[src/design/cubemap_to_equirect_address_assert.svh]
// ----------------------------------------------------------------------------
// Assertion macros for the cubemap to equirectangular address generator
// Concurrent checks clocked on clk; they compile away when SYNTHESIS is set.
// ----------------------------------------------------------------------------
`ifndef CUBEMAP_TO_EQUIRECT_ADDRESS_ASSERT_SVH
`define CUBEMAP_TO_EQUIRECT_ADDRESS_ASSERT_SVH

`ifndef SYNTHESIS
`define C2E_ASSERT(lbl, prop, msg) \
  lbl: assert property (@(posedge clk) disable iff (rst) prop) else $error(msg);
`define C2E_ASSERT_RST(lbl, prop, msg) \
  lbl: assert property (@(posedge clk) prop) else $error(msg);
`else
`define C2E_ASSERT(lbl, prop, msg)
`define C2E_ASSERT_RST(lbl, prop, msg)
`endif

`endif

[src/design/c2e_pkg.sv]
// ----------------------------------------------------------------------------
// Cubemap to equirectangular address generator: shared definitions
// Word types, cell state types, constants and helper functions.
// ----------------------------------------------------------------------------
package c2e_pkg;

  localparam int C2E_ANGLE_BITS = 16;
  localparam int C2E_MAX_FACE_SIZE = 4096;
  localparam int C2E_MAX_SOURCE_WIDTH = 8192;

  localparam int C2E_CFG_IDX_W = 2;
  localparam int C2E_CFG_W = 14;
  localparam logic [C2E_CFG_IDX_W-1:0] C2E_REG_FACE_SIZE = 2'd0;
  localparam logic [C2E_CFG_IDX_W-1:0] C2E_REG_SOURCE_WIDTH = 2'd1;
  localparam logic [C2E_CFG_IDX_W-1:0] C2E_REG_SOURCE_HEIGHT = 2'd2;

  localparam logic [2:0] C2E_FACE_PX = 3'd0;
  localparam logic [2:0] C2E_FACE_NX = 3'd1;
  localparam logic [2:0] C2E_FACE_PY = 3'd2;
  localparam logic [2:0] C2E_FACE_NY = 3'd3;
  localparam logic [2:0] C2E_FACE_PZ = 3'd4;
  localparam logic [2:0] C2E_FACE_NZ = 3'd5;

  localparam int C2E_DIV_W = 28;
  localparam int C2E_DIV_STEPS = C2E_DIV_W;
  localparam int C2E_REM_W = 14;
  localparam int C2E_CORD_W = 36;
  localparam int C2E_CORD_STEPS = 30;
  localparam int C2E_SQ_W = 32;
  localparam int C2E_SQRT_STEPS = 16;

  localparam logic signed [15:0] C2E_UNIT = 16'sd16384;
  localparam logic [31:0] C2E_HALF_TURN = 32'h8000_0000;

  localparam logic [31:0] C2E_ATAN_TURNS [0:C2E_CORD_STEPS-1] = '{
    32'h20000000, 32'h12E4051E, 32'h09FB385B, 32'h051111D4, 32'h028B0D43,
    32'h0145D7E1, 32'h00A2F61E, 32'h00517C55, 32'h0028BE53, 32'h00145F2F,
    32'h000A2F98, 32'h000517CC, 32'h00028BE6, 32'h000145F3, 32'h0000A2FA,
    32'h0000517D, 32'h000028BE, 32'h0000145F, 32'h00000A30, 32'h00000518,
    32'h0000028C, 32'h00000146, 32'h000000A3, 32'h00000051, 32'h00000029,
    32'h00000014, 32'h0000000A, 32'h00000005, 32'h00000003, 32'h00000001
  };

  typedef struct packed {
    logic [2:0]  face;
    logic [11:0] column;
    logic [11:0] row;
  } in_word_t;

  typedef struct packed {
    logic [12:0] source_column;
    logic [11:0] source_row;
    logic [24:0] source_index;
    logic [26:0] target_index;
  } out_word_t;

  typedef struct packed {
    logic [C2E_REM_W-1:0] rem;
    logic [C2E_DIV_W-1:0] num;
    logic [C2E_DIV_W-1:0] quo;
  } div_t;

  typedef struct packed {
    logic signed [C2E_CORD_W-1:0] x;
    logic signed [C2E_CORD_W-1:0] y;
    logic [31:0]                  ang;
    logic                         zero;
  } cord_t;

  typedef struct packed {
    logic [C2E_SQ_W-1:0] n;
    logic [C2E_SQ_W-1:0] r;
  } sqrt_t;

  function automatic logic signed [15:0] face_coord_sat(input logic [C2E_DIV_W-1:0] q);
    logic [C2E_DIV_W-1:0] d;
    d = q - C2E_DIV_W'(16384);
    if (q > C2E_DIV_W'(49151)) begin
      return 16'sd32767;
    end
    return 16'(d);
  endfunction

  function automatic cord_t cord_prep(input logic signed [17:0] ya,
                                      input logic signed [17:0] xa);
    cord_t c;
    c.x = {{(C2E_CORD_W-34){xa[17]}}, xa, 16'h0000};
    c.y = {{(C2E_CORD_W-34){ya[17]}}, ya, 16'h0000};
    c.ang = '0;
    c.zero = (xa == '0) && (ya == '0);
    if (xa[17]) begin
      c.x = -c.x;
      c.y = -c.y;
      c.ang = C2E_HALF_TURN;
    end
    return c;
  endfunction

endpackage

[src/design/c2e_cordic_cell.sv]
// ----------------------------------------------------------------------------
// CORDIC vectoring cell
// One micro-rotation toward the x axis with its angle step, registered.
// ----------------------------------------------------------------------------
module c2e_cordic_cell
  import c2e_pkg::*;
#(
  parameter int STEP = 0
)
(
  input  logic  clk,
  input  logic  en,
  input  cord_t a,
  output cord_t q
);

  logic signed [C2E_CORD_W-1:0] dx;
  logic signed [C2E_CORD_W-1:0] dy;
  logic                         pos;
  cord_t                        q_next;

  always_comb begin
    dx = a.y >>> STEP;
    dy = a.x >>> STEP;
    pos = !a.y[C2E_CORD_W-1] && (a.y != '0);
    q_next.zero = a.zero;
    if (pos) begin
      q_next.x = a.x + dx;
      q_next.y = a.y - dy;
      q_next.ang = a.ang + C2E_ATAN_TURNS[STEP];
    end else begin
      q_next.x = a.x - dx;
      q_next.y = a.y + dy;
      q_next.ang = a.ang - C2E_ATAN_TURNS[STEP];
    end
  end

  always_ff @(posedge clk) begin
    if (en) begin
      q <= q_next;
    end
  end

endmodule

[config.mk]
export PLATFORM = sky130hd
export DESIGN_NAME = c2e_cordic_cell
export DESIGN_NICKNAME = d
export VERILOG_FILES = /design/src/design/cubemap_to_equirect_address_assert.svh /design/src/design/c2e_pkg.sv /design/src/design/c2e_cordic_cell.sv
export SDC_FILE = /design/constraint.sdc
export NUM_CORES = 1
export LEC_CHECK = 0
export BUFFER_PORTS_ARGS = -buffer_cell sky130_fd_sc_hd__buf_4
export CAP_MARGIN = 10
export CELL_PAD_IN_SITES_DETAIL_PLACEMENT = 0
export CELL_PAD_IN_SITES_GLOBAL_PLACEMENT = 1
export CORE_ASPECT_RATIO = 1.4
export CORE_UTILIZATION = 25
export DETAILED_ROUTE_END_ITERATION = 7
export PLACE_DENSITY_LB_ADDON = 0.15
export RECOVER_POWER = 25
export SLEW_MARGIN = 20
export SYNTH_ARGS = -nofsm -noshare
export SYNTH_HDL_FRONTEND = slang
export SYNTH_SLANG_ARGS = --single-unit
[constraint.sdc]
create_clock -name clk -period 3.6 [get_ports clk]
set_input_delay 0.72 -clock clk [delete_from_list [all_inputs] [get_ports clk]]
set_output_delay 0.72 -clock clk [all_outputs]
set_load 0.02 [all_outputs]
==> results_dict.tcl <==
set metrics [dict create \
    synth_most_common_cell "a21oi_1" \
    power.density_nw_per_um2 359 \
    status "finished, violations left" \
    worst_pin_slew_ns 2.35 \
    cts_sinks 104 \
    clk_pin_slew_ns 0.08 \
    n_fill_cell 3949 \
    synth_area_leaders "edfxtp_1 (33%), ha_1 (14%), a21oi_1 (6.1%), xnor2_1 (6.0%), inv_1 (4.0%)" \
    synth_commonest_cells "a21oi_1 (117), ha_1 (105), edfxtp_1 (104)" \
    placed_cells_incl_taps 1958 \
    grt-ovfl-total 0 \
    htree_levels 3 \
    layout.nets 1712 \
    min_to "q[27]" \
    max_freq_mhz 293 \
    num_vias 9611 \
    final_hold_viol_count 0 \
    cts_tree "built" \
    met3WireLength_mm 1.32 \
    yosysUniqueCellTypes 71 \
    netlist.area_leader.share_pct 32.5 \
    synth_nets 1313 \
    first_global_vias 9925 \
    relSlewSlack_pct -56.8 \
    netlist_instances 1097 \
    grt_pass1_wl_mm 59.9 \
    die_x_um 168 \
    max_cap_viol_count 1 \
    reg_top3 "q (104)" \
    rsz0062_at_grt "false" \
    worstPathRequired_ns 3.74 \
    wire_per_inst_um 20.4 \
    core_um2 37700 \
    grt_usage_pct 20.6 \
    routed-wl-met2_mm 21.5 \
    vdd.ir_drop.worst_uv 228 \
    crit_top_cell "buf_4" \
    critPathSlowestCell "fa_1" \
    fin_crit_sh_pct 94.8 \
    hold_path_class "in2reg" \
    crit_fanout 3 \
    path_cells "buf_4 -> inv_1 -> ha_1 -> fa_1 -> nand3b_1 -> a2111oi_2 -> buf_4 -> nor4_1 -> o21ai_0 -> buf_4 -> a21oi_1 -> o221a_2 -> o2111ai_1 -> a32oi_1 -> xnor2_1" \
    setup_violations 0 \
    ys_ff_latch 104 \
    drive_above_1_share_pct 31.7 \
    cts_made_buffers 9 \
    ant_nets 0 \
    max-clock-path-buffers 2 \
    clock_power_share_pct 21.6 \
    leakagePower_nw 6.23 \
    viasPerCell 4.87 \
    fin_ws_ns 0.189 \
    area_delta_synth_final_pct 41.7 \
    drc 0 \
    violations "capacitance limit, slew limit" \
    io_pins 212 \
    place.detailed.hpwl_mm 33.5 \
    final_cells 1974 \
    drt-initial-drc-count 480 \
    top_register "q" \
    die_h_um 234 \
    yosysWarnings 0 \
    power_frac_comb_pct 45.2 \
    post-place-ws_ns -0.341 \
    seq_area_frac_synth_pct 32.5 \
    cp.arrival_ns 3.55 \
    final_util_pct 36.0 \
    path_class "in2reg" \
    maxSlewViolCount 35 \
    wl_met1_mm 16.0 \
    p_int_mw 3.02 \
    setup_tns_ns 0 \
    period_minus_slack_ns 3.41 \
    holdPathStages 1 \
    synth_edf_count 104 \
    crit_path_max_incr_delay_ns 0.43 \
    crit_path_end_kind "flop" \
    initial_core_util_pct 25.4 \
    cts_hold_buf 0 \
    synth_ff_type "edfxtp_1" \
    holdCritStartpoint "a[27]" \
    die-area_um2 39200 \
    gp_congestion 0.908 \
    highest_layer "met4" \
    rows 84 \
    num_antenna_cells 0 \
    antenna_found_initial 0 \
    switchingPower_mw 1.86 \
    p_sw_share_pct 38.1 \
    yosysTopAreaCell "edfxtp_1" \
    grt_max_degree 71 \
    io_buffers 211 \
    worstSetupStartpointType "input port" \
    drtPass1Iterations 5 \
    p_seq_share_pct 33.2 \
    routed_wl_mm 40.3 \
    syn_avg_cell_area_um2 8.75 \
    holdWs_ns 0.521 \
    async_flop_share_pct 0 \
    cts-root-buf "clkbuf_16" \
    synthesis.area_um2 9600 \
    largest_register_ffs 104 \
]
==> worst max-delay path, delay by kind of cell <==
family / cells / cell delay, ns
compound gates: 6 / 1.28
xor+xnor: 1 / 0.16
fa+ha+maj: 2 / 0.64
buf+inv: 4 / 0.43
simple gates: 2 / 0.30
==> per-stage QoR <==
stage / power (mW) / cell area, um2
floorplan: 2.74 / 9600
global placement: 3.87 / 13300
detailed placement: 3.86 / 13300
CTS: 4.96 / 13600
global route: 5.15 / 13600
finish: 4.88 / 13600
==> placed cells by master (no fill, tap or decap), types with 29 or more instances in the layout <==
cell / instances
buf_4: 403
edfxtp_1: 104
ha_1: 105
a21o_1: 29
clkbuf_4: 31
inv_1: 102
nor2_1: 94
nand2_1: 52
a21oi_1: 117
o21ai_0: 73
xnor2_1: 66
==> routing by layer <==
metal / vias up / track usage, %
li1: 4740 / -
met1: 4546 / 22.8
met2: 267 / 39.0
met3: 58 / 2.30
met4: 0 / 9.66
met5: - / 0
==> layout make-up <==
cell class,count,area [um2],area share [%]
Sequential cell,104,3120,23.0
Multi-Input combinational cell,835,5860,43.1
Clock buffer,9,225,1.66
Timing Repair Buffer,438,3320,24.4
Inverter,108,405,2.98
Clock inverter,7,70.1,0.515
Tap cell,473,592,4.35
==> cells by family (layout without fill, tap and decap cells) <==
group / after synthesis / in the layout / share of synthesized area (%)
compound gates: 355 / 355 / 23.6
simple gates: 282 / 282 / 14.5
buf+inv: 158 / 562 / 6.52
fa+ha+maj: 109 / 109 / 14.5
flops: 104 / 104 / 32.5
xor+xnor: 72 / 72 / 6.57
mux: 17 / 17 / 1.77
==> worst max-delay path by stage <==
stage / from / end / slack (ns)
after floorplan: a[37] / q[102] / 0.23
after detailed placement: a[33] / q[67] / -0.34
after CTS: a[33] / q[67] / 0.07
final: a[33] / q[67] / 0.19
after global routing: a[33] / q[63] / 0.03
after global placement: a[36] / q[80] / -0.28
==> power by group through the flow <==
stage,registers [mW],logic [mW],clock network (mW)
finish,1.62,2.20,1.05
global route,1.64,2.37,1.14
CTS,1.63,2.22,1.11
detailed placement,1.65,2.21,0
global placement,1.65,2.22,0
floorplan,1.87,0.878,0
==> timing repair <==
action,4_1_cts,5_1_grt
gates resized for setup,0,4
endpoints found under the setup margin,0,5
buffers inserted,0,0
(Power assumes the default switching activity.)
