$ cat config.mk
export PLATFORM = sky130hd
export DESIGN_NAME = c2e_div_cell
export DESIGN_NICKNAME = d
export VERILOG_FILES = /design/src/design/cubemap_to_equirect_address_assert.svh /design/src/design/c2e_pkg.sv /design/src/design/c2e_div_cell.sv
export SDC_FILE = /design/constraint.sdc
export NUM_CORES = 1
export LEC_CHECK = 0
export BUFFER_PORTS_ARGS = -buffer_cell sky130_fd_sc_hd__buf_2
export CAP_MARGIN = 20
export CORE_ASPECT_RATIO = 1.2
export CORE_MARGIN = 3
export CORE_UTILIZATION = 45
export DETAILED_ROUTE_END_ITERATION = 7
export GPL_TIMING_DRIVEN = 1
export PLACE_DENSITY = 0.89
export SLEW_MARGIN = 5
export SYNTH_ARGS = -nofsm -noshare
export SYNTH_HDL_FRONTEND = slang
export SYNTH_SLANG_ARGS = --single-unit
$ cat constraint.sdc
create_clock -name clk -period 2.9 [get_ports clk]
set_input_delay 0.145 -clock clk [delete_from_list [all_inputs] [get_ports clk]]
set_output_delay 0.145 -clock clk [all_outputs]
set_load 0.05 [all_outputs]
$ cat src/design/cubemap_to_equirect_address_assert.svh
// ----------------------------------------------------------------------------
// Assertion macros for the cubemap to equirectangular address generator
// Concurrent checks clocked on clk; they compile away when SYNTHESIS is set.
// ----------------------------------------------------------------------------
`ifndef CUBEMAP_TO_EQUIRECT_ADDRESS_ASSERT_SVH
`define CUBEMAP_TO_EQUIRECT_ADDRESS_ASSERT_SVH

`ifndef SYNTHESIS
`define C2E_ASSERT(lbl, prop, msg) \
  lbl: assert property (@(posedge clk) disable iff (rst) prop) else $error(msg);
`define C2E_ASSERT_RST(lbl, prop, msg) \
  lbl: assert property (@(posedge clk) prop) else $error(msg);
`else
`define C2E_ASSERT(lbl, prop, msg)
`define C2E_ASSERT_RST(lbl, prop, msg)
`endif

`endif

$ cat src/design/c2e_pkg.sv
// ----------------------------------------------------------------------------
// Cubemap to equirectangular address generator: shared definitions
// Word types, cell state types, constants and helper functions.
// ----------------------------------------------------------------------------
package c2e_pkg;

  localparam int C2E_ANGLE_BITS = 16;
  localparam int C2E_MAX_FACE_SIZE = 4096;
  localparam int C2E_MAX_SOURCE_WIDTH = 8192;

  localparam int C2E_CFG_IDX_W = 2;
  localparam int C2E_CFG_W = 14;
  localparam logic [C2E_CFG_IDX_W-1:0] C2E_REG_FACE_SIZE = 2'd0;
  localparam logic [C2E_CFG_IDX_W-1:0] C2E_REG_SOURCE_WIDTH = 2'd1;
  localparam logic [C2E_CFG_IDX_W-1:0] C2E_REG_SOURCE_HEIGHT = 2'd2;

  localparam logic [2:0] C2E_FACE_PX = 3'd0;
  localparam logic [2:0] C2E_FACE_NX = 3'd1;
  localparam logic [2:0] C2E_FACE_PY = 3'd2;
  localparam logic [2:0] C2E_FACE_NY = 3'd3;
  localparam logic [2:0] C2E_FACE_PZ = 3'd4;
  localparam logic [2:0] C2E_FACE_NZ = 3'd5;

  localparam int C2E_DIV_W = 28;
  localparam int C2E_DIV_STEPS = C2E_DIV_W;
  localparam int C2E_REM_W = 14;
  localparam int C2E_CORD_W = 36;
  localparam int C2E_CORD_STEPS = 30;
  localparam int C2E_SQ_W = 32;
  localparam int C2E_SQRT_STEPS = 16;

  localparam logic signed [15:0] C2E_UNIT = 16'sd16384;
  localparam logic [31:0] C2E_HALF_TURN = 32'h8000_0000;

  localparam logic [31:0] C2E_ATAN_TURNS [0:C2E_CORD_STEPS-1] = '{
    32'h20000000, 32'h12E4051E, 32'h09FB385B, 32'h051111D4, 32'h028B0D43,
    32'h0145D7E1, 32'h00A2F61E, 32'h00517C55, 32'h0028BE53, 32'h00145F2F,
    32'h000A2F98, 32'h000517CC, 32'h00028BE6, 32'h000145F3, 32'h0000A2FA,
    32'h0000517D, 32'h000028BE, 32'h0000145F, 32'h00000A30, 32'h00000518,
    32'h0000028C, 32'h00000146, 32'h000000A3, 32'h00000051, 32'h00000029,
    32'h00000014, 32'h0000000A, 32'h00000005, 32'h00000003, 32'h00000001
  };

  typedef struct packed {
    logic [2:0]  face;
    logic [11:0] column;
    logic [11:0] row;
  } in_word_t;

  typedef struct packed {
    logic [12:0] source_column;
    logic [11:0] source_row;
    logic [24:0] source_index;
    logic [26:0] target_index;
  } out_word_t;

  typedef struct packed {
    logic [C2E_REM_W-1:0] rem;
    logic [C2E_DIV_W-1:0] num;
    logic [C2E_DIV_W-1:0] quo;
  } div_t;

  typedef struct packed {
    logic signed [C2E_CORD_W-1:0] x;
    logic signed [C2E_CORD_W-1:0] y;
    logic [31:0]                  ang;
    logic                         zero;
  } cord_t;

  typedef struct packed {
    logic [C2E_SQ_W-1:0] n;
    logic [C2E_SQ_W-1:0] r;
  } sqrt_t;

  function automatic logic signed [15:0] face_coord_sat(input logic [C2E_DIV_W-1:0] q);
    logic [C2E_DIV_W-1:0] d;
    d = q - C2E_DIV_W'(16384);
    if (q > C2E_DIV_W'(49151)) begin
      return 16'sd32767;
    end
    return 16'(d);
  endfunction

  function automatic cord_t cord_prep(input logic signed [17:0] ya,
                                      input logic signed [17:0] xa);
    cord_t c;
    c.x = {{(C2E_CORD_W-34){xa[17]}}, xa, 16'h0000};
    c.y = {{(C2E_CORD_W-34){ya[17]}}, ya, 16'h0000};
    c.ang = '0;
    c.zero = (xa == '0) && (ya == '0);
    if (xa[17]) begin
      c.x = -c.x;
      c.y = -c.y;
      c.ang = C2E_HALF_TURN;
    end
    return c;
  endfunction

endpackage

$ cat src/design/c2e_div_cell.sv
// ----------------------------------------------------------------------------
// Restoring division cell
// Takes one dividend bit, subtracts the divisor where it fits and registers
// the partial remainder and quotient for the next cell.
// ----------------------------------------------------------------------------
module c2e_div_cell
  import c2e_pkg::*;
(
  input  logic                 clk,
  input  logic                 en,
  input  logic [C2E_REM_W-1:0] d,
  input  div_t                 a,
  output div_t                 q
);

  logic [C2E_REM_W:0] t;
  logic               ge;
  div_t               q_next;

  always_comb begin
    t = {a.rem, a.num[C2E_DIV_W-1]};
    ge = t >= {1'b0, d};
    q_next.rem = ge ? C2E_REM_W'(t - {1'b0, d}) : t[C2E_REM_W-1:0];
    q_next.num = {a.num[C2E_DIV_W-2:0], 1'b0};
    q_next.quo = {a.quo[C2E_DIV_W-2:0], ge};
  end

  always_ff @(posedge clk) begin
    if (en) begin
      q <= q_next;
    end
  end

endmodule

==> flow_metrics.py <==
metrics = {
    "sta": {
        "setup_viol": 0,
        "tightest_slew_ns": 0.996,
        "final.min_clock_period_ns": 2.34,
        "slew_violations": 0,
        "rsz0062_at_grt": "no",
        "setup_tns_ns": 0,
        "min_period_over_period_pct": 80.8,
        "max_freq_mhz": 427,
        "holdWs_ns": 0.126,
        "max-slew-margin-rel_pct": 33.6,
        "hold_viol": 0,
    },
    "yosys": {
        "synthXorXnorAreaFrac_pct": 2.85,
        "synthMuxAreaShare_pct": 6.38,
        "synth_seq_area_share_pct": 67.3,
        "synth_top_family_by_area": "compound AO/OA/AOI/OAI gates",
        "synth_area_leaders": "edfxtp_1, ha_1, mux2_4, inv_1, xnor2_1",
        "ys_top_cells_by_count": "edfxtp_1, inv_1, ha_1",
        "synth-seq-cells": 69,
        "synth-async-reset-ratio_pct": 0,
        "syn_area_per_cell_um2": 15.9,
        "syn_nets": 296,
        "synth-edff-count": 69,
        "yosysWarnings": 0,
        "synth-simple-area-share_pct": 4.72,
        "synth_cells": 194,
        "synth_top_area_share_pct": 67.3,
        "synth_cell_types": 47,
        "synthAdderAreaFrac_pct": 6.75,
        "yosys.area.top_type": "edfxtp_1",
        "synth_area_um2": 3080,
        "yosysMostFrequentCell": "edfxtp_1",
        "synth_flop_cell": "edfxtp_1",
        "synth_compound_area_share_pct": 8.66,
    },
    "route": {
        "vias_per_cell": 5.11,
        "num_vias": 2558,
        "met1Wirelength_mm": 3.41,
        "maxUsedRoutingLayer": "met5",
        "drt_iter0_markers": 247,
        "drc": 0,
        "drt-total-wl_mm": 9.73,
        "drtAntennaViolNets": 0,
        "wire_per_inst_um": 19.4,
        "wl_met3_mm": 1.15,
        "firstDrtPassIters": 4,
        "wl_met2_mm": 4.91,
    },
    "hold_path": {
        "hold_path.class": "input pin to register",
        "min_to": "q[64]",
        "min_path_cells": 2,
        "min_from": "a[63]",
    },
    "pwr": {
        "leakagePower_nw": 2.10,
        "power.density_nw_per_um2": 611,
        "internal_power_mw": 1.89,
        "comb_power_share_pct": 29.2,
        "p_sw_share_pct": 33.8,
        "peakVddDrop_mv": 0.308,
        "p_seq_share_pct": 43.5,
        "p_sw_uw": 965,
        "clock_power_share_pct": 27.3,
        "total_power_mw": 2.86,
    },
    "critical_path": {
        "crit_fanout": 15,
        "required_ns": 3.00,
        "arrival_ns": 2.44,
        "critical_path_class": "input pin to register",
        "cp-start-kind": "input pin",
        "cp-end-kind": "register",
    },
    "clocking": {
        "clkTransAtPathRegs_ns": 0.08,
        "clock-root-buffer": "clkbuf_8",
        "post_cts_buffers": 0,
        "clk_path_buf_depth": 2,
        "cts_buffers": 9,
        "cts_hold_buf": 54,
        "cts_sinks": 69,
        "cts_tree": "built",
        "cts_resized": 0,
        "h-tree-depth": 3,
    },
    "floorplanning": {
        "initial_utilization_pct": 47.1,
        "core-area_um2": 6530,
        "die_w_um": 81.5,
        "pin_count": 156,
        "rows": 32,
        "die_area_um2": 7870,
        "die_h_um": 96.6,
    },
    "cells_and_area": {
        "top_regs": "q (69)",
        "drive_gt1_share_pct": 46.0,
        "final_cell_area_um2": 4670,
        "largest_reg_flops": 69,
        "top_register": "q",
        "fin_nets": 512,
        "post-route-util_pct": 71.6,
        "syn2layout_area_growth_pct": 51.9,
    },
    "placement": {
        "portBuffers": 153,
        "hpwl_mm": 5.68,
        "globalplace.congestion": 0.800,
        "placed_cell_area_um2": 3930,
    },
    "run_status": {
        "status": "completed",
    },
    "global_routing": {
        "grt_use_total_pct": 25.1,
        "grt_pass1_vias": 2606,
        "antenna_found_initial": 2,
        "grt-ovfl-total": 0,
        "grt_pass1_wl_mm": 13.9,
        "grt_max_degree": 70,
    },
    "run": {
        "maxCapViolCount": 0,
    },
}
layout make-up:
cell class / instances / area (µm²)
Inverter: 20 / 75.1
Timing Repair Buffer: 208 / 1310
Antenna cell: 1 / 2.50
Clock inverter: 7 / 72.6
Fill cell: 406 / 1850
Tap cell: 85 / 106
Multi-Input combinational cell: 102 / 907
Sequential cell: 69 / 2070
Clock buffer: 9 / 124
critical path, cell delays in order:
cell and delay, ns:
buf_2 0.07, inv_1 0.05, ha_1 0.28, nor2b_1 0.17, o2111ai_1 0.16, nand3b_1 0.23, a31oi_1 0.09, o21ai_2 0.81
mux2_2 0.42
per-stage QoR:
| step | setup slack [ns] | std cells |
|---|---|---|
| final | 0.555 | 501 |
| after global routing | 0.334 | 501 |
| after CTS | 0.544 | 500 |
| after detailed placement | 0.194 | 430 |
| after global placement | 0.240 | 430 |
| after floorplan | 0.801 | 194 |
metal layers:
metal	up-vias	GRT usage, %
met5	-	0
met4	2	11.0
met3	23	9.28
met2	173	43.8
met1	1187	27.0
li1	1173	-
layout by cell type (no fill, tap or decap), types with 2 or more instances in the layout:
cell type,Yosys,final
nor2b_1,3,3
dlygate4sd3_1,0,54
and3_1,2,2
buf_2,0,153
ha_1,15,15
nand2_1,3,3
xnor2_1,8,8
xor2_1,2,2
nor3_1,3,3
mux2i_1,2,2
mux2_4,8,8
o21ai_0,2,2
o22ai_1,2,2
clkbuf_8,0,9
nand4_1,2,2
a21oi_1,7,7
o2111ai_1,2,2
o21a_1,5,5
inv_1,20,20
or3_1,2,2
nor2_1,4,4
mux2_2,5,5
edfxtp_1,69,69
nand3_1,2,2
inv_6,0,2
logic make-up (layout without fill, tap and decap cells):
logic type,Yosys count,after routing
compound gates,35,35
flops,69,69
simple gates,25,25
fa+ha+maj,16,16
mux,15,15
buf+inv,23,244
xor+xnor,10,10
other cells,1,2
power by group through the flow:
| stage | clock network, mW | logic, mW | registers [mW] |
|---|---|---|---|
| detailed placement | 0 | 0.759 | 1.25 |
| finish | 0.780 | 0.834 | 1.24 |
| CTS | 0.780 | 0.821 | 1.23 |
| floorplan | 0 | 0.216 | 1.59 |
| global placement | 0 | 0.746 | 1.25 |
| global route | 0.828 | 0.881 | 1.25 |
how the worst max path moves through the flow:
stage	depth (start not counted)	slack, ns	from	endpoint
2_1_floorplan	10	0.80	a[55]	q[66]
3_3_place_gp	9	0.24	d[1]	q[57]
3_5_place_dp	9	0.19	d[1]	q[60]
4_1_cts	9	0.54	d[1]	q[60]
5_1_grt	9	0.33	d[1]	q[59]
6_report	9	0.56	d[1]	q[60]
Power figures use the tool's default switching activity.
