File: config.mk
export PLATFORM = sky130hd
export DESIGN_NAME = c2e_sqrt_cell
export DESIGN_NICKNAME = d
export VERILOG_FILES = /design/src/design/cubemap_to_equirect_address_assert.svh /design/src/design/c2e_pkg.sv /design/src/design/c2e_sqrt_cell.sv
export SDC_FILE = /design/constraint.sdc
export NUM_CORES = 1
export LEC_CHECK = 0
export CAP_MARGIN = 20
export CORE_MARGIN = 8
export CORE_UTILIZATION = 50
export CTS_CLUSTER_DIAMETER = 50
export DETAILED_ROUTE_END_ITERATION = 16
export DONT_BUFFER_PORTS = 1
export GPL_TIMING_DRIVEN = 0
export PLACE_DENSITY_LB_ADDON = 0.12
export SLEW_MARGIN = 25
export SYNTH_ARGS = -nofsm -noshare
export SYNTH_HDL_FRONTEND = slang
export SYNTH_SLANG_ARGS = --single-unit
File: constraint.sdc
create_clock -name clk -period 4.6 [get_ports clk]
set_input_delay 0 -clock clk [delete_from_list [all_inputs] [get_ports clk]]
set_output_delay 0 -clock clk [all_outputs]
set_load 0.05 [all_outputs]
File: src/design/cubemap_to_equirect_address_assert.svh
// ----------------------------------------------------------------------------
// Assertion macros for the cubemap to equirectangular address generator
// Concurrent checks clocked on clk; they compile away when SYNTHESIS is set.
// ----------------------------------------------------------------------------
`ifndef CUBEMAP_TO_EQUIRECT_ADDRESS_ASSERT_SVH
`define CUBEMAP_TO_EQUIRECT_ADDRESS_ASSERT_SVH

`ifndef SYNTHESIS
`define C2E_ASSERT(lbl, prop, msg) \
  lbl: assert property (@(posedge clk) disable iff (rst) prop) else $error(msg);
`define C2E_ASSERT_RST(lbl, prop, msg) \
  lbl: assert property (@(posedge clk) prop) else $error(msg);
`else
`define C2E_ASSERT(lbl, prop, msg)
`define C2E_ASSERT_RST(lbl, prop, msg)
`endif

`endif

File: src/design/c2e_pkg.sv
// ----------------------------------------------------------------------------
// Cubemap to equirectangular address generator: shared definitions
// Word types, cell state types, constants and helper functions.
// ----------------------------------------------------------------------------
package c2e_pkg;

  localparam int C2E_ANGLE_BITS = 16;
  localparam int C2E_MAX_FACE_SIZE = 4096;
  localparam int C2E_MAX_SOURCE_WIDTH = 8192;

  localparam int C2E_CFG_IDX_W = 2;
  localparam int C2E_CFG_W = 14;
  localparam logic [C2E_CFG_IDX_W-1:0] C2E_REG_FACE_SIZE = 2'd0;
  localparam logic [C2E_CFG_IDX_W-1:0] C2E_REG_SOURCE_WIDTH = 2'd1;
  localparam logic [C2E_CFG_IDX_W-1:0] C2E_REG_SOURCE_HEIGHT = 2'd2;

  localparam logic [2:0] C2E_FACE_PX = 3'd0;
  localparam logic [2:0] C2E_FACE_NX = 3'd1;
  localparam logic [2:0] C2E_FACE_PY = 3'd2;
  localparam logic [2:0] C2E_FACE_NY = 3'd3;
  localparam logic [2:0] C2E_FACE_PZ = 3'd4;
  localparam logic [2:0] C2E_FACE_NZ = 3'd5;

  localparam int C2E_DIV_W = 28;
  localparam int C2E_DIV_STEPS = C2E_DIV_W;
  localparam int C2E_REM_W = 14;
  localparam int C2E_CORD_W = 36;
  localparam int C2E_CORD_STEPS = 30;
  localparam int C2E_SQ_W = 32;
  localparam int C2E_SQRT_STEPS = 16;

  localparam logic signed [15:0] C2E_UNIT = 16'sd16384;
  localparam logic [31:0] C2E_HALF_TURN = 32'h8000_0000;

  localparam logic [31:0] C2E_ATAN_TURNS [0:C2E_CORD_STEPS-1] = '{
    32'h20000000, 32'h12E4051E, 32'h09FB385B, 32'h051111D4, 32'h028B0D43,
    32'h0145D7E1, 32'h00A2F61E, 32'h00517C55, 32'h0028BE53, 32'h00145F2F,
    32'h000A2F98, 32'h000517CC, 32'h00028BE6, 32'h000145F3, 32'h0000A2FA,
    32'h0000517D, 32'h000028BE, 32'h0000145F, 32'h00000A30, 32'h00000518,
    32'h0000028C, 32'h00000146, 32'h000000A3, 32'h00000051, 32'h00000029,
    32'h00000014, 32'h0000000A, 32'h00000005, 32'h00000003, 32'h00000001
  };

  typedef struct packed {
    logic [2:0]  face;
    logic [11:0] column;
    logic [11:0] row;
  } in_word_t;

  typedef struct packed {
    logic [12:0] source_column;
    logic [11:0] source_row;
    logic [24:0] source_index;
    logic [26:0] target_index;
  } out_word_t;

  typedef struct packed {
    logic [C2E_REM_W-1:0] rem;
    logic [C2E_DIV_W-1:0] num;
    logic [C2E_DIV_W-1:0] quo;
  } div_t;

  typedef struct packed {
    logic signed [C2E_CORD_W-1:0] x;
    logic signed [C2E_CORD_W-1:0] y;
    logic [31:0]                  ang;
    logic                         zero;
  } cord_t;

  typedef struct packed {
    logic [C2E_SQ_W-1:0] n;
    logic [C2E_SQ_W-1:0] r;
  } sqrt_t;

  function automatic logic signed [15:0] face_coord_sat(input logic [C2E_DIV_W-1:0] q);
    logic [C2E_DIV_W-1:0] d;
    d = q - C2E_DIV_W'(16384);
    if (q > C2E_DIV_W'(49151)) begin
      return 16'sd32767;
    end
    return 16'(d);
  endfunction

  function automatic cord_t cord_prep(input logic signed [17:0] ya,
                                      input logic signed [17:0] xa);
    cord_t c;
    c.x = {{(C2E_CORD_W-34){xa[17]}}, xa, 16'h0000};
    c.y = {{(C2E_CORD_W-34){ya[17]}}, ya, 16'h0000};
    c.ang = '0;
    c.zero = (xa == '0) && (ya == '0);
    if (xa[17]) begin
      c.x = -c.x;
      c.y = -c.y;
      c.ang = C2E_HALF_TURN;
    end
    return c;
  endfunction

endpackage

File: src/design/c2e_sqrt_cell.sv
// ----------------------------------------------------------------------------
// Square root cell
// One step of the bit-pair integer square root, registered.
// ----------------------------------------------------------------------------
module c2e_sqrt_cell
  import c2e_pkg::*;
#(
  parameter int STEP = 0
)
(
  input  logic  clk,
  input  logic  en,
  input  sqrt_t a,
  output sqrt_t q
);

  localparam logic [C2E_SQ_W-1:0] BIT = C2E_SQ_W'(1) << (30 - 2 * STEP);

  logic [C2E_SQ_W-1:0] rb;
  sqrt_t               q_next;

  always_comb begin
    rb = a.r + BIT;
    if (a.n >= rb) begin
      q_next.n = a.n - rb;
      q_next.r = (a.r >> 1) + BIT;
    end else begin
      q_next.n = a.n;
      q_next.r = a.r >> 1;
    end
  end

  always_ff @(posedge clk) begin
    if (en) begin
      q <= q_next;
    end
  end

endmodule

==> metrics.md <==
| Metric | Value |
|---|---|
| First-pass GRT wire length | `18.97 mm` |
| Boundary pin count | `130` |
| Most frequent cell on the critical path | `dlygate4sd3_1` |
| Congestion Overflow GR | `0` |
| Hold Path Stages | `2` |
| Outcome | `completed` |
| Netlist cell types | `58` |
| Final setup violation count | `0` |
| Final core occ | `62.38%` |
| CTS Buffer Depth | `2` |
| RSZ-0062 raised after global routing | `false` |
| Max transition margin | `between 60% and 70%` |
| Synth Area in XOR/XNOR | `4.628%` |
| Main flop type after synthesis | `edfxtp_1` |
| Cell accounting for the most synthesized area | `edfxtp_1` |
| Post-CTS sizing | `0` |
| Mapped Area | `0.004353 mm²` |
| Vias | `roughly 3700` |
| Port bufs | `0` |
| Layout cell share with drive strength beyond 1 | `7.457%` |
| Register area share after synthesis | `44.15%` |
| Drt pass-1 iters | `5` |
| Drt wl/cell | `19.95 µm` |
| Number of synthesized register bits | `64` |
| CORE AREA | `0.008593 mm²` |
| Num Clock Sinks | `64` |
| Min-delay src | `a[62]` |
| Hold crit path type | `in -> reg` |
| Final worst path period share | `68.83%` |
| Post-CTS setup buffer count | `0` |
| Compound-Gate Fraction of Synth Area | `20.47%` |
| Async set-reset flop share out of synthesis | `0%` |
| Full die area | `0.01195 mm²` |
| Max-slew violation count | `0` |
| Synth cell count leaders | `64 x edfxtp_1, 43 x nor2_1, 41 x inv_1` |
| Number of remaining DRC errors | `0` |
| Initial core utilization | `50.66%` |
| Vias in the first global route | `between 3000 and 4000` |
| Max Clock Freq | `around 320 MHz` |
| CP Buf/Inv Count | `4` |
| Synth Net Count | `between 500 and 600` |
| Die span in x | `109.3 µm` |
| Largest family of logic cells by synthesized area | `compound AO/OA/AOI/OAI gates` |
| Count leader, synth | `edfxtp_1` |
| Pin count of the biggest net entering global routing | `65` |
| Largest registers | `q x64` |
| Crit Path Max Fanout | `10` |
| CP startpoint | `a[1]` |
| Power per cell area | `about 370 mW/mm²` |
| Tot GR Track Use | `around a fifth` |
| Antenna violations before repair | `0` |
| Final WL | `12.59 mm` |
| Max-cap violations | `0` |
| Synth area leaders | `edfxtp_1 44%, ha_1 9.2%, a21oi_1 4.6%` |
| Nets@finish | `617` |
| Worst endpoint required time | `4.70 ns` |
| Crit path largest cell delay | `0.57 ns` |
| Hold Violations, Final | `0` |
| Fin Setup TNS | `0 ns` |
| Post-synth EDFFs | `64` |
| Critical path startpoint category | `input pin` |
| Cell count after synthesis | `442` |
| Tightest Pin Transition | `0.5649 ns` |
| 1st-iter DRT viols | `280` |
| Max reg flops | `64` |
| Clock-pin slew on the worst setup and hold paths | `0.08 ns` |
| Diodes inserted | `0` |
| Pleak | `2.240 nW` |
| Slowest CP cell | `dlygate4sd3_1` |
| Clock root cell | `clkbuf_8` |
| Via/cell ratio | `5.829` |
| Max IR drop VDD | `0.0001883 V` |
| CTS tree | `done` |
| Area grow syn2layout | `23.14%` |
| Row count | `34` |
| Cell chain of the critical path | `dlygate4sd3_1 -> fa_1 -> nor2b_1 -> o31a_1 -> o221ai_1 -> a21boi_2 -> o211ai_4 -> nand2_1 -> buf_4 -> buf_6 -> a21oi_1 -> dlygate4sd3_1` |
| Cts bufs inserted | `9` |
| Simple logic cell fraction of the synthesized area | `between 10% and 20%` |
| Crit path arrival time | `approximately 3.3 ns` |
| Worst setup EP type | `flip-flop` |
| Hold EP | `q[62]$_DFFE_PP_` |
| Post-detail-place hpwl | `between 8 and 9 mm` |
| Deepest level of the CTS H-tree | `3` |
| Tmin final | `3.166 ns` |
| Top-area cell type share of the netlist area | `44.15%` |
| Yosys warns | `0` |
| Syn_area_per_cell | `9.848 µm²` |
| DRT antenna net count | `0` |
| Post-synthesis adder-cell area fraction | `9.658%` |
| Top delay family on crit path | `buffers and inverters` |
| Post-synthesis mux area share | `less than 1%` |
| Die Y | `109.3 µm` |
| Largest Register | `q` |
| Routability cong. | `~0.84` |
| Critical path class | `in -> reg` |
kinds of logic (layout without fill, tap and decap cells):
kind of cell / count (synthesis) / count (layout)
multiplexers: 1 / 1
XOR/XNOR: 23 / 23
AO/OA/AOI/OAI: 131 / 131
buffers and inverters: 55 / 136
flip-flops: 64 / 64
AND/OR/NAND/NOR: 135 / 135
adder cells (fa/ha/maj): 33 / 33
routing by layer:
metal / vias up / part of all wire [%] / GRT usage [%]
met4: 0 / 1.3 / 7.329
met2: 166 / 46 / 33.23
met5: - / 0 / 0
met1: 1721 / 43 / 26.13
met3: 15 / 9.4 / 5.627
li1: 1776 / - / -
worst max-delay path by stage:
| stage | end | slack [ns] | cells past startpoint |
|---|---|---|---|
| after floorplan | q[57]$_DFFE_PP_ | 2.28 | 12 |
| after global placement | q[46]$_DFFE_PP_ | 1.90 | 12 |
| after detailed placement | q[46]$_DFFE_PP_ | 1.93 | 13 |
| after CTS | q[32]$_DFFE_PP_ | 1.88 | 13 |
| after global routing | q[32]$_DFFE_PP_ | 1.24 | 12 |
| final | q[32]$_DFFE_PP_ | 1.43 | 12 |
stage by stage:
stage,std cells,worst slack [ns],hold slack (ns),area (µm²),power [mW]
floorplan,442,2.282,0.09887,4353,1.315
global placement,550,1.904,0.09899,4488,1.407
detailed placement,550,1.932,0.09898,4488,1.413
CTS,630,1.876,0.001370,5350,1.998
global route,631,1.239,0.008542,5360,2.078
finish,631,1.434,0.02660,5360,1.990
cell usage in the layout, fill, tap and decap left out, drive strengths merged, types with 7 or more instances in the layout:
cell	netlist	routed
dlygate4sd3	0	64
edfxtp	64	64
a21oi	44	44
nor2	43	43
inv	41	41
nand2	39	39
ha	32	32
o21ai	20	20
clkbuf	3	15
xnor2	14	14
a21o	14	14
nand3	12	12
buf	11	12
and3	9	9
xor2	9	9
a31oi	8	8
a211oi	7	7
where the power goes:
group / leakage [nW] / internal [mW] / switching, mW
registers: 0.627 / 0.737 / 0.267
clock network: 0.102 / 0.303 / 0.217
logic: 1.51 / 0.204 / 0.262
total: 2.24 / 1.24 / 0.747
what timing repair did:
action / 4_1_cts / 5_1_grt
endpoints found under the hold margin: 127 / 1
hold buffers: 64 / 1
setup endpoints to repair: 0 / 0
area by class of cell:
type | instances | area, µm²
fill | 706 | 3233
multi-input combinational | 323 | 2173
sequential | 64 | 1922
timing repair buffer | 65 | 668.1
inverter | 41 | 153.9
clock buffer | 12 | 135.1
tap | 108 | 135.1
buffer | 14 | 103.9
clock inverter | 4 | 68.82
(Power assumes the default switching activity.)
